===== config.mk =====
export PLATFORM = sky130hd
export DESIGN_NAME = sliding_window_slope_peak_detector_top
export DESIGN_NICKNAME = d
export VERILOG_FILES = /design/src/hw/rtl/swsp_pkg.sv /design/src/hw/rtl/swsp_cell.sv /design/src/hw/rtl/swsp_ctrl.sv /design/src/hw/rtl/sliding_window_slope_peak_detector_top.sv
export SDC_FILE = /design/constraint.sdc
export NUM_CORES = 2
export LEC_CHECK = 0
export BUFFER_PORTS_ARGS = -buffer_cell sky130_fd_sc_hd__buf_2
export CORE_ASPECT_RATIO = 0.7
export CORE_MARGIN = 2
export CORE_UTILIZATION = 60
export DETAILED_ROUTE_END_ITERATION = 8
export PLACE_DENSITY_LB_ADDON = 0.15
export SYNTH_ARGS = -nofsm -noshare
export SYNTH_HDL_FRONTEND = slang
export SYNTH_SLANG_ARGS = --single-unit

===== constraint.sdc =====
create_clock -name clk -period 14.7 [get_ports clk]
set_clock_uncertainty 0.05 [all_clocks]
set_input_delay 0.735 -clock clk [delete_from_list [all_inputs] [get_ports clk]]
set_output_delay 0.735 -clock clk [all_outputs]
set_load 0.05 [all_outputs]

===== src/hw/rtl/swsp_pkg.sv =====
`default_nettype none
package swsp_pkg;

	localparam int WINDOW_DEPTH = 5;

	localparam int SAMPLE_W  = 16;
	localparam int INDEX_W   = 16;
	localparam int THR_W     = 24;
	localparam int RUN_W     = 8;
	localparam int CFG_IDX_W = 2;

	localparam int CNT_W  = $clog2(WINDOW_DEPTH + 1);
	localparam int POS_W  = $clog2(WINDOW_DEPTH);
	localparam int WMAX   = WINDOW_DEPTH * (WINDOW_DEPTH - 1) / 2;
	localparam int W_W    = $clog2(WMAX + 1) + 1;
	localparam int PROD_W = SAMPLE_W + W_W;
	localparam int NUM_W  = SAMPLE_W + $clog2(WINDOW_DEPTH * WMAX + 1) + 1;
	localparam int DMAX   = WINDOW_DEPTH * WINDOW_DEPTH * (WINDOW_DEPTH * WINDOW_DEPTH - 1) / 12;
	localparam int DEN_W  = $clog2(DMAX + 1);
	localparam int THRP_W = THR_W + DEN_W + 1;
	localparam int LHS_W  = NUM_W + 8;
	localparam int CMP_W  = ((LHS_W > THRP_W) ? LHS_W : THRP_W) + 1;
	localparam int GRP_N  = (WINDOW_DEPTH + 3) / 4;

	localparam logic [INDEX_W-1:0] NO_PEAK = '1;

	typedef enum logic [CFG_IDX_W-1:0] {
		REG_RISE = 2'd0,
		REG_FALL = 2'd1,
		REG_RUN  = 2'd2
	} cfg_reg_t;

	typedef struct packed {
		logic [CNT_W-1:0]   n;
		logic [INDEX_W-1:0] idx;
		logic               last;
	} tag_t;

	typedef logic [DEN_W-1:0] den_tab_t [WINDOW_DEPTH+1];

	// n*Sxx - Sx*Sx for x = 0..n-1
	function automatic den_tab_t build_den();
		den_tab_t t;
		for (int n = 0; n <= WINDOW_DEPTH; n++) begin
			t[n] = DEN_W'(n * n * (n * n - 1) / 12);
		end
		return t;
	endfunction

	localparam den_tab_t DEN_TAB = build_den();

	// weight of the sample of age j (0 = newest) in n*Sxy - Sx*Sy
	function automatic logic signed [W_W-1:0] slope_weight(logic [CNT_W-1:0] n,
			logic [POS_W-1:0] j);
		int ni;
		int ji;
		int w;
		ni = int'(n);
		ji = int'(j);
		w  = 0;
		if (ji < ni) begin
			w = ni * (ni - 1 - ji) - ((ni * (ni - 1)) >>> 1);
		end
		return W_W'(w);
	endfunction

endpackage
`default_nettype wire


===== src/hw/rtl/swsp_cell.sv =====
`default_nettype none
module swsp_cell import swsp_pkg::*; (
	input  wire logic                       clk,
	input  wire logic                       adv,
	input  wire logic                       shift_en,
	input  wire logic signed [SAMPLE_W-1:0] sample_in,
	input  wire logic [POS_W-1:0]           pos,
	input  wire logic [CNT_W-1:0]           n_s1,
	output logic signed [SAMPLE_W-1:0]      sample_out,
	output logic signed [PROD_W-1:0]        prod_s2
);

	logic signed [SAMPLE_W-1:0] sample_s1;
	logic signed [W_W-1:0]      weight;

	assign weight     = slope_weight(n_s1, pos);
	assign sample_out = sample_s1;

	always_ff @(posedge clk) begin
		if (shift_en) begin
			sample_s1 <= sample_in;
		end
		if (adv) begin
			prod_s2 <= (pos < n_s1) ? PROD_W'(sample_s1) * PROD_W'(weight) : PROD_W'(0);
		end
	end

endmodule
`default_nettype wire


===== src/hw/rtl/swsp_ctrl.sv =====
`default_nettype none
module swsp_ctrl import swsp_pkg::*; (
	input  wire logic                     clk,
	input  wire logic                     arst_n,
	input  wire logic                     adv,
	input  wire logic                     v_s4,
	input  wire tag_t                     tag_s4,
	input  wire logic signed [NUM_W-1:0]  num_s4,
	input  wire logic signed [THRP_W-1:0] rp_s4,
	input  wire logic signed [THRP_W-1:0] fp_s4,
	input  wire logic [RUN_W-1:0]         run_len,
	output logic                          out_valid,
	output logic                          peak_found,
	output logic [INDEX_W-1:0]            peak_loc
);

	logic               rising_q, rising_d;
	logic               rep_q, rep_d;
	logic [RUN_W-1:0]   run_q, run_d;
	logic [INDEX_W-1:0] cand_q, cand_d;
	logic               out_valid_q;
	logic               found_q;
	logic [INDEX_W-1:0] index_q;

	logic signed [CMP_W-1:0] lhs, rhs_rise, rhs_fall;
	logic                    gt_rise, lt_fall;
	logic                    emit, found;
	logic [INDEX_W-1:0]      idx_o;
	logic                    step;

	assign lhs      = {{(CMP_W - LHS_W){num_s4[NUM_W-1]}}, num_s4, 8'b0};
	assign rhs_rise = {{(CMP_W - THRP_W){rp_s4[THRP_W-1]}}, rp_s4};
	assign rhs_fall = {{(CMP_W - THRP_W){fp_s4[THRP_W-1]}}, fp_s4};
	assign gt_rise  = lhs > rhs_rise;
	assign lt_fall  = lhs < rhs_fall;
	assign step     = adv && v_s4;

	always_comb begin
		rising_d = rising_q;
		run_d    = run_q;
		cand_d   = cand_q;
		rep_d    = rep_q;
		emit     = 1'b0;
		found    = 1'b0;
		idx_o    = NO_PEAK;
		if (!rep_q) begin
			if (tag_s4.n >= CNT_W'(2)) begin
				if (gt_rise) begin
					rising_d = 1'b1;
					cand_d   = tag_s4.idx;
					run_d    = '0;
				end else if (rising_q) begin
					if (lt_fall) begin
						if (run_q != '1) begin
							run_d = run_q + 1'b1;
						end
					end else begin
						run_d = '0;
					end
					if (run_d >= run_len) begin
						emit  = 1'b1;
						found = 1'b1;
						idx_o = cand_q;
						rep_d = 1'b1;
					end
				end
			end
			if (tag_s4.last && !emit) begin
				emit  = 1'b1;
				found = 1'b0;
				idx_o = NO_PEAK;
			end
		end
		if (tag_s4.last) begin
			rising_d = 1'b0;
			run_d    = '0;
			cand_d   = NO_PEAK;
			rep_d    = 1'b0;
		end
	end

	always_ff @(posedge clk or negedge arst_n) begin
		if (!arst_n) begin
			rising_q    <= 1'b0;
			rep_q       <= 1'b0;
			run_q       <= '0;
			cand_q      <= NO_PEAK;
			out_valid_q <= 1'b0;
		end else begin
			if (step) begin
				rising_q <= rising_d;
				rep_q    <= rep_d;
				run_q    <= run_d;
				cand_q   <= cand_d;
			end
			if (adv) begin
				out_valid_q <= v_s4 && emit;
			end
		end
	end

	always_ff @(posedge clk) begin
		if (step && emit) begin
			found_q <= found;
			index_q <= idx_o;
		end
	end

	assign out_valid  = out_valid_q;
	assign peak_found = found_q;
	assign peak_loc   = index_q;

	a_nopeak_index: assert property (@(posedge clk) disable iff (!arst_n)
		out_valid_q && !found_q |-> index_q == NO_PEAK)
		else $error("no-peak item with an index");

	a_report_sticks: assert property (@(posedge clk) disable iff (!arst_n)
		step && emit && found && !tag_s4.last |=> rep_q)
		else $error("peak reported but not recorded");

	a_quiet_after_peak: assert property (@(posedge clk) disable iff (!arst_n)
		step && rep_q |=> !out_valid_q)
		else $error("item emitted after a reported peak");

	a_rep_needs_rise: assert property (@(posedge clk) disable iff (!arst_n)
		rep_q |-> rising_q)
		else $error("peak reported without a rising trend");

endmodule
`default_nettype wire


===== src/hw/rtl/sliding_window_slope_peak_detector_top.sv =====
// Each accepted sample passes stages s1 to s4 and then the output register.
// Throughput: one sample per cycle; a stalled result holds the whole pipeline.
// The slope is formed by a row of window cells (one multiply each) and a
// registered two-level adder tree; the decision stage updates once per item.
// Reset clears the trend state and out_valid, thresholds return to defaults.
`default_nettype none
module sliding_window_slope_peak_detector_top import swsp_pkg::*; (
	input  wire logic                       clk,
	input  wire logic                       arst_n,
	input  wire logic                       in_valid,
	output logic                            in_stall,
	input  wire logic signed [SAMPLE_W-1:0] sample,
	input  wire logic [INDEX_W-1:0]         sample_index,
	input  wire logic                       last_in_interval,
	output logic                            out_valid,
	input  wire logic                       out_stall,
	output logic                            peak_found,
	output logic [INDEX_W-1:0]              peak_loc,
	input  wire logic                       cfg_valid,
	output logic                            cfg_ready,
	input  wire logic [CFG_IDX_W-1:0]       cfg_index,
	input  wire logic [THR_W-1:0]           cfg_data
);

	logic adv, accept;

	logic signed [THR_W-1:0] rise_q, fall_q;
	logic [RUN_W-1:0]        run_len_q;

	logic [CNT_W-1:0] fill_q, n_new;

	logic v_s1, v_s2, v_s3, v_s4;
	tag_t tag_s1, tag_s2, tag_s3, tag_s4;

	logic signed [SAMPLE_W-1:0] chain [WINDOW_DEPTH];
	logic signed [PROD_W-1:0]   prod_s2 [WINDOW_DEPTH];

	logic signed [THRP_W-1:0] rp_s2, fp_s2, rp_s3, fp_s3, rp_s4, fp_s4;
	logic signed [NUM_W-1:0]  grp_d [GRP_N];
	logic signed [NUM_W-1:0]  grp_s3 [GRP_N];
	logic signed [NUM_W-1:0]  num_d, num_s4;
	logic signed [DEN_W:0]    den_s1;

	assign adv       = !(out_valid && out_stall);
	assign in_stall  = !adv;
	assign accept    = in_valid && adv;
	assign cfg_ready = 1'b1;

	always_ff @(posedge clk or negedge arst_n) begin
		if (!arst_n) begin
			rise_q    <= THR_W'(256);
			fall_q    <= THR_W'(-256);
			run_len_q <= RUN_W'(5);
		end else if (cfg_valid) begin
			case (cfg_reg_t'(cfg_index))
				REG_RISE: rise_q    <= cfg_data;
				REG_FALL: fall_q    <= cfg_data;
				REG_RUN:  run_len_q <= cfg_data[RUN_W-1:0];
				default: ;
			endcase
		end
	end

	assign n_new = (fill_q == CNT_W'(WINDOW_DEPTH)) ? fill_q : fill_q + 1'b1;

	always_ff @(posedge clk or negedge arst_n) begin
		if (!arst_n) begin
			fill_q <= '0;
			v_s1   <= 1'b0;
			v_s2   <= 1'b0;
			v_s3   <= 1'b0;
			v_s4   <= 1'b0;
		end else if (adv) begin
			if (accept) begin
				fill_q <= last_in_interval ? '0 : n_new;
			end
			v_s1 <= accept;
			v_s2 <= v_s1;
			v_s3 <= v_s2;
			v_s4 <= v_s3;
		end
	end

	always_ff @(posedge clk) begin
		if (accept) begin
			tag_s1.n    <= n_new;
			tag_s1.idx  <= sample_index;
			tag_s1.last <= last_in_interval;
		end
		if (adv) begin
			tag_s2 <= tag_s1;
			tag_s3 <= tag_s2;
			tag_s4 <= tag_s3;
		end
	end

	for (genvar j = 0; j < WINDOW_DEPTH; j++) begin : g_cell
		logic signed [SAMPLE_W-1:0] cell_in;
		if (j == 0) begin : g_head
			assign cell_in = sample;
		end else begin : g_link
			assign cell_in = chain[j-1];
		end
		swsp_cell u_cell (
			.clk        (clk),
			.adv        (adv),
			.shift_en   (accept),
			.sample_in  (cell_in),
			.pos        (POS_W'(j)),
			.n_s1       (tag_s1.n),
			.sample_out (chain[j]),
			.prod_s2    (prod_s2[j])
		);
	end

	assign den_s1 = {1'b0, DEN_TAB[tag_s1.n]};

	always_comb begin
		for (int g = 0; g < GRP_N; g++) begin
			grp_d[g] = '0;
		end
		for (int i = 0; i < WINDOW_DEPTH; i++) begin
			grp_d[i >> 2] = grp_d[i >> 2] + NUM_W'(prod_s2[i]);
		end
	end

	always_comb begin
		num_d = '0;
		for (int g = 0; g < GRP_N; g++) begin
			num_d = num_d + grp_s3[g];
		end
	end

	always_ff @(posedge clk) begin
		if (adv) begin
			rp_s2  <= THRP_W'(rise_q) * THRP_W'(den_s1);
			fp_s2  <= THRP_W'(fall_q) * THRP_W'(den_s1);
			rp_s3  <= rp_s2;
			fp_s3  <= fp_s2;
			rp_s4  <= rp_s3;
			fp_s4  <= fp_s3;
			grp_s3 <= grp_d;
			num_s4 <= num_d;
		end
	end

	swsp_ctrl u_ctrl (
		.clk        (clk),
		.arst_n     (arst_n),
		.adv        (adv),
		.v_s4       (v_s4),
		.tag_s4     (tag_s4),
		.num_s4     (num_s4),
		.rp_s4      (rp_s4),
		.fp_s4      (fp_s4),
		.run_len    (run_len_q),
		.out_valid  (out_valid),
		.peak_found (peak_found),
		.peak_loc   (peak_loc)
	);

endmodule
`default_nettype wire


Yosys cells after proc, flatten, opt, wreduce, memory -nomap -nowiden
Memories as Yosys holds them, arrays and structs flattened. Index checks and enable logic that the tools add are counted.

Add/subtract/negate cells: 16. $mul: 12. Magnitude comparators: 15. Eq/ne operators: 5. Muxes and demuxes: 37. Bitwise logic cells: 5. Reductions and logical operators: 20.

Operators with widths (number): 4-bit by 32-bit multiplier with 5-bit output (4); 16-bit by 5-bit multiplier with 21-bit output (5); 8-bit two-way mux (11); 16-bit two-way mux (4); 24-bit by 7-bit multiplier with 31-bit output (2); 23-bit by 21-bit adder with 23-bit output (2); 31-bit > comparator (1); 31-bit less-than comparator (1); 5-bit two-way mux (5); 5-bit subtractor (5); 22-bit by 21-bit adder with 23-bit output (1); 21-bit by 21-bit adder with 22-bit output (1); 1-bit two-way mux (13); 1-bit by 3-bit less-than comparator with 1-bit output (first input constant) (4); 2-bit by 3-bit less-than comparator with 1-bit output (first input constant) (4); 6-bit two-way mux (2); 4-bit by 3-bit subtractor with 5-bit output (second input constant) (2); 8-bit by 1-bit adder with 8-bit output (second input constant) (1); 8-bit greater-or-equal comparator (1); 8-bit inequality test (second input constant) (1); 2-bit AND reduction (4); 4-bit AND reduction (2); 1-bit logical AND (6); 3-bit less-than comparator (first input constant) (2); other kinds (20) (26).

Flip-flop bits (word level): 625. ROM bits: 48. Bits of input ports: 64. Word-level logic and storage cells: 157. Memories kept: 1.

Memory list: (no name shown) (words 8, width 6, rd ports 1, clocked after memory_dff 0, write ports 0, RTL line sliding_window_slope_peak_detector_top.sv:116) `assign den_s1 = {1'b0, DEN_TAB[tag_s1.n]};`.

Depth between registers and ports, before layout
Word-level depth: 18. Mapped depth: 39. Mapped depth without buffers: 36.

Modules after synthesis
A second synthesis with hierarchy kept.

Cell total of the unflattened synthesis: 5051. Area total of the unflattened synthesis: 53817.9 um^2.

Modules (own cells, without submodules): sliding_window_slope_peak_detector_top (instances 1, cells an instance 2034, area each 25214.2 um^2, seq. area each 11599.9 um^2); swsp_cell at g_cell[2].u_cell ... (instances 3, cells an instance 531, area each 5046.1 um^2, seq. area each 1111.1 um^2); swsp_cell at g_cell[1].u_cell (instances 1, cells an instance 527, area each 5079.9 um^2, seq. area each 1111.1 um^2); swsp_cell at g_cell[0].u_cell (instances 1, cells an instance 504, area each 4966.0 um^2, seq. area each 1111.1 um^2); swsp_ctrl (instances 1, cells an instance 393, area each 3419.5 um^2, seq. area each 1206.2 um^2).

Worst setup path before layout
Ideal clock, no wire load.

Kind: input-to-reg. Start point: input port out_stall. End point: register g_cell[0].u_cell.sample_s1[0], enable pin. Arrival: 13.194 ns. Path slack: 1.008 ns. Stages on the path: 3. Buffers on the path: 0. Path through: nand2_1 nand2_1 inv_1.

Cells in the longest elaborated chain, start to end: 3.

RTL lines: start: declaration (RTL line sliding_window_slope_peak_detector_top.sv:16) `input wire logic out_stall,`; 1-bit logical AND (RTL line sliding_window_slope_peak_detector_top.sv:44) `assign adv = !(out_valid && out_stall);`; 1-bit zero test (RTL line sliding_window_slope_peak_detector_top.sv:44); 1-bit logical AND (RTL line sliding_window_slope_peak_detector_top.sv:46) `assign accept = in_valid && adv;`; via accept (RTL line sliding_window_slope_peak_detector_top.sv:25) `logic adv, accept;`; end signal: assignment (RTL line swsp_cell.sv:21) `sample_s1 <= sample_in;`; end: declaration (RTL line swsp_cell.sv:13) `logic signed [SAMPLE_W-1:0] sample_s1;`.

The timed path passes the listed nets, and every way through them passes these cells. A chain may end at the register's enable or synchronous reset.

Worst setup path after layout
Start point: register tag_s1[18] in the netlist's numbering. End point: register g_cell[2].u_cell.prod_s2[20] (data pin).

Cells in the longest elaborated chain, start to end: 6.

RTL lines: start: declaration (RTL line sliding_window_slope_peak_detector_top.sv:33) `tag_t tag_s1, tag_s2, tag_s3, tag_s4;`; 3-bit by 1-bit subtractor with 4-bit output (RTL line swsp_pkg.sv:62) `w = ni * (ni - 1 - ji) - ((ni * (ni - 1)) >>> 1);`; 4-bit by 3-bit subtractor with 5-bit output (RTL line swsp_pkg.sv:62); 4-bit by 32-bit multiplier with 5-bit output (RTL line swsp_pkg.sv:62); 5-bit subtractor (RTL line swsp_pkg.sv:62); 5-bit two-way mux (RTL line swsp_pkg.sv:61) `if (ji < ni) begin`; 16-bit by 5-bit multiplier with 21-bit output (RTL line swsp_cell.sv:24) `prod_s2 <= (pos < n_s1) ? PROD_W'(sample_s1) * PROD_W'(weight) : PROD_W'(0);`; end signal: assignment (RTL line swsp_cell.sv:24); end: declaration (RTL line swsp_cell.sv:10) `output logic signed [PROD_W-1:0] prod_s2`.

Several ways; a longest one is shown, not always the timed one.

==> results.yml <==
synthesis:
  yosys_warnings: 0
  synth_top_cells_by_count: "inv_1 (558), edfxtp_1 (532), ha_1 (493)"
  syn_avg_cell_area_sq_um: 11.6
  synth.most_common_cell: "inv_1"
  synthFlopType: "edfxtp_1"
  netlist_area_sq_mm: 0.0484
  synth_area_leaders: "edfxtp_1 (33%), fa_1 (19%), ha_1 (13%), inv_1 (4.3%), and3_1 (3.7%)"
  yosysSeqAreaShare_pct: 37.8
  synth_area_leader_cell: "edfxtp_1"
  synth_top_area_share_pct: 33.0
  synthesis.nets: 5197
  yosysUniqueCellTypes: 87
  synth_edf_count: 532
  synthArstFlopShare_pct: 14.5
  netlist_instances: 4182
  synth-seq-cells: 622
floorplan:
  dieArea_sq_mm: 0.0830
  fp.dieH_um: 242
  die_x_um: 343
  start_util_pct: 60.3
  rows: 87
  ios: 84
  coreArea_sq_mm: 0.0802
sta:
  finalHoldViolCount: 0
  period_share_pct: 71.7
  drv_slew: 0
  rsz0062_at_grt: "false"
  setup_viol: 0
  tightestPinTransition_ns: 1.06
  tns_ns: 0
  relSlewSlack_pct: 28.7
  clock.fmax_mhz: 94.8
  fin_crit_ns: 10.54
clock_tree:
  cts_setup_buffers: 0
  cts_resized: 0
  cts_buffers: 66
  clock_sinks: 622
  postCtsHoldBufs: 0
  clkTransAtPathRegs_ns: 0.06
  cts_tree: "done"
  clockBufferDepth: 3
  cts-htree-levels: 3
  root_buffer: "clkbuf_16"
  insertion_delay_ns: 0.63
worst_setup_path:
  cpPeakStageDelay_ns: 0.60
  critical-path-slowest-cell: "a41oi_1"
  cp-start-kind: "flip-flop"
  path_class: "reg2reg"
  crit_required_ns: 15.02
  end_kind: "flip-flop"
  cp.arrival_ns: 10.86
  cp_common_cell: "fa_1"
  crit_fanout: 37
final_layout:
  area.growth.synth_to_final_pct: 8.10
  nets: 5273
  fin_util_pct: 65.2
  drive_above_1_share_pct: 8.56
  antenna_cells: 0
  final_cells: 5377
  fin_area_sq_mm: 0.0523
drt:
  firstDrtPassIters: 7
  drt-total-wl_um: 104000
  ant_nets: 0
  drcViolationCount: 0
  wl_per_cell_um: 19.4
  routed_via_density: 5.69
  drtIter0Drc: 2561
  vias: 30600
place:
  port-buffer-count: 82
  place_area_sq_mm: 0.0501
  place.gp.congestion: 0.898
  place_inst: 5258
  dp_hpwl_um: 80400
global_route:
  grt_overflow: 0
  antenna_found_initial: 4
  grtUsageTotal_pct: 26.3
  grt_max_degree: 151
  grt_pass1_wl_um: 170000
  grt_pass1_vias: 30300
status:
  status: "completed"
hold_path:
  hp-class: "in2async"
run:
  drv_cap: 0
worst paths after layout:
| path | startpoint | end | slack [ns] | depth (start not counted) |
|---|---|---|---|---|
| worst max-delay path | tag_s1[18] | g_cell[2].u_cell.prod_s2[20] | 4.16 | 36 |
| worst max register to register | tag_s1[18] | g_cell[2].u_cell.prod_s2[20] | 4.16 | 36 |
| min in group clk | sample[5] | g_cell[0].u_cell.sample_out[5] | 0.23 | 1 |
| worst min-delay path | arst_n | fill_q[2] | 0.05 | 1 |
| worst min register to register | g_cell[4].u_cell.prod_s2[17] | grp_s3[17] | 0.35 | 0 |
| max in group asynchronous | arst_n | v_s1 | 13.41 | 2 |
layer usage:
| layer | GRT usage, % | share of wire, % | vias to the layer above |
|---|---|---|---|
| met2 | 34.1 | 39 | 906 |
| met4 | 4.84 | 1.6 | 2 |
| met1 | 43.6 | 50 | 15100 |
| met5 | 0 | 0.012 | - |
| met3 | 7.45 | 9.9 | 115 |
| li1 | - | - | 14400 |
cell usage in the layout, fill, tap and decap left out, drive strengths merged, types with 8 or more instances in the layout:
cell type    n
o21bai      28
clkinv      22
o22a        16
nand2b      53
inv        563
nand3b       9
o31ai        8
a2111oi      9
edfxtp     532
nor2       213
o211ai      11
xor2        60
nand2      147
xnor2      148
or2         14
buf        123
nand3       47
a31oi       17
and2       193
a211oi      21
o21a        19
or3         42
mux2        59
nand4       10
a21o        75
a21oi      144
and3       283
dfstp       35
clkbuf      80
o21ai       87
fa         458
nor2b       79
nor3        47
dfrtp       55
ha         493
area by class of cell:
class | count | area (sq um)
clock buffer | 80 | 1740
clock inverter | 39 | 493
fill | 6197 | 27900
inverter | 559 | 2100
multi-input combinational | 2886 | 27600
sequential | 622 | 18300
tap | 1068 | 1340
timing repair buffer | 123 | 733
registers in the layout, summed over array words and instances, names as in the netlist, 19 cells and up:
register / cells
fp_s3: 31
rp_s3: 31
rise_q: 24
g_cell.u_cell.prod_s2: 105
tag_s4: 19
num_s4: 23
tag_s3: 19
fp_s2: 31
tag_s2: 19
fall_q: 24
tag_s1: 20
grp_s3: 44
rp_s4: 31
g_cell.u_cell.sample_out: 80
rp_s2: 31
fp_s4: 31
per-stage QoR:
| step | worst slack, ns | hold slack [ns] |
|---|---|---|
| 2_1_floorplan | 1.01 | 0.350 |
| 3_3_place_gp | 4.45 | 0.351 |
| 3_5_place_dp | 4.31 | 0.355 |
| 4_1_cts | 4.29 | 0.0269 |
| 5_1_grt | 3.55 | 0.0635 |
| 6_report | 4.16 | 0.0468 |
worst max-delay path: cells and delay by family, from the launching register on:
| family | cells | cell delay (ns) |
|---|---|---|
| AO/OA/AOI/OAI | 8 | 1.97 |
| flip-flops | 1 | 0.58 |
| adder cells (fa/ha/maj) | 13 | 5.22 |
| buffers and inverters | 7 | 1.20 |
| multiplexers | 1 | 0.13 |
| AND/OR/NAND/NOR | 3 | 0.47 |
| XOR/XNOR | 4 | 0.63 |
logic make-up after synthesis:
logic type               synth area share [%]
AO/OA/AOI/OAI                            6.99
other                                 0.00775
multiplexers                             1.50
XOR/XNOR                                 3.77
buffers and inverters                    5.25
flip-flops                               37.8
adder cells (fa/ha/maj)                  31.7
AND/OR/NAND/NOR                          13.0
Power is left out: the tool's default activity adds up to more than one toggle a clock period on the data nets, which glitch-free logic cannot reach.
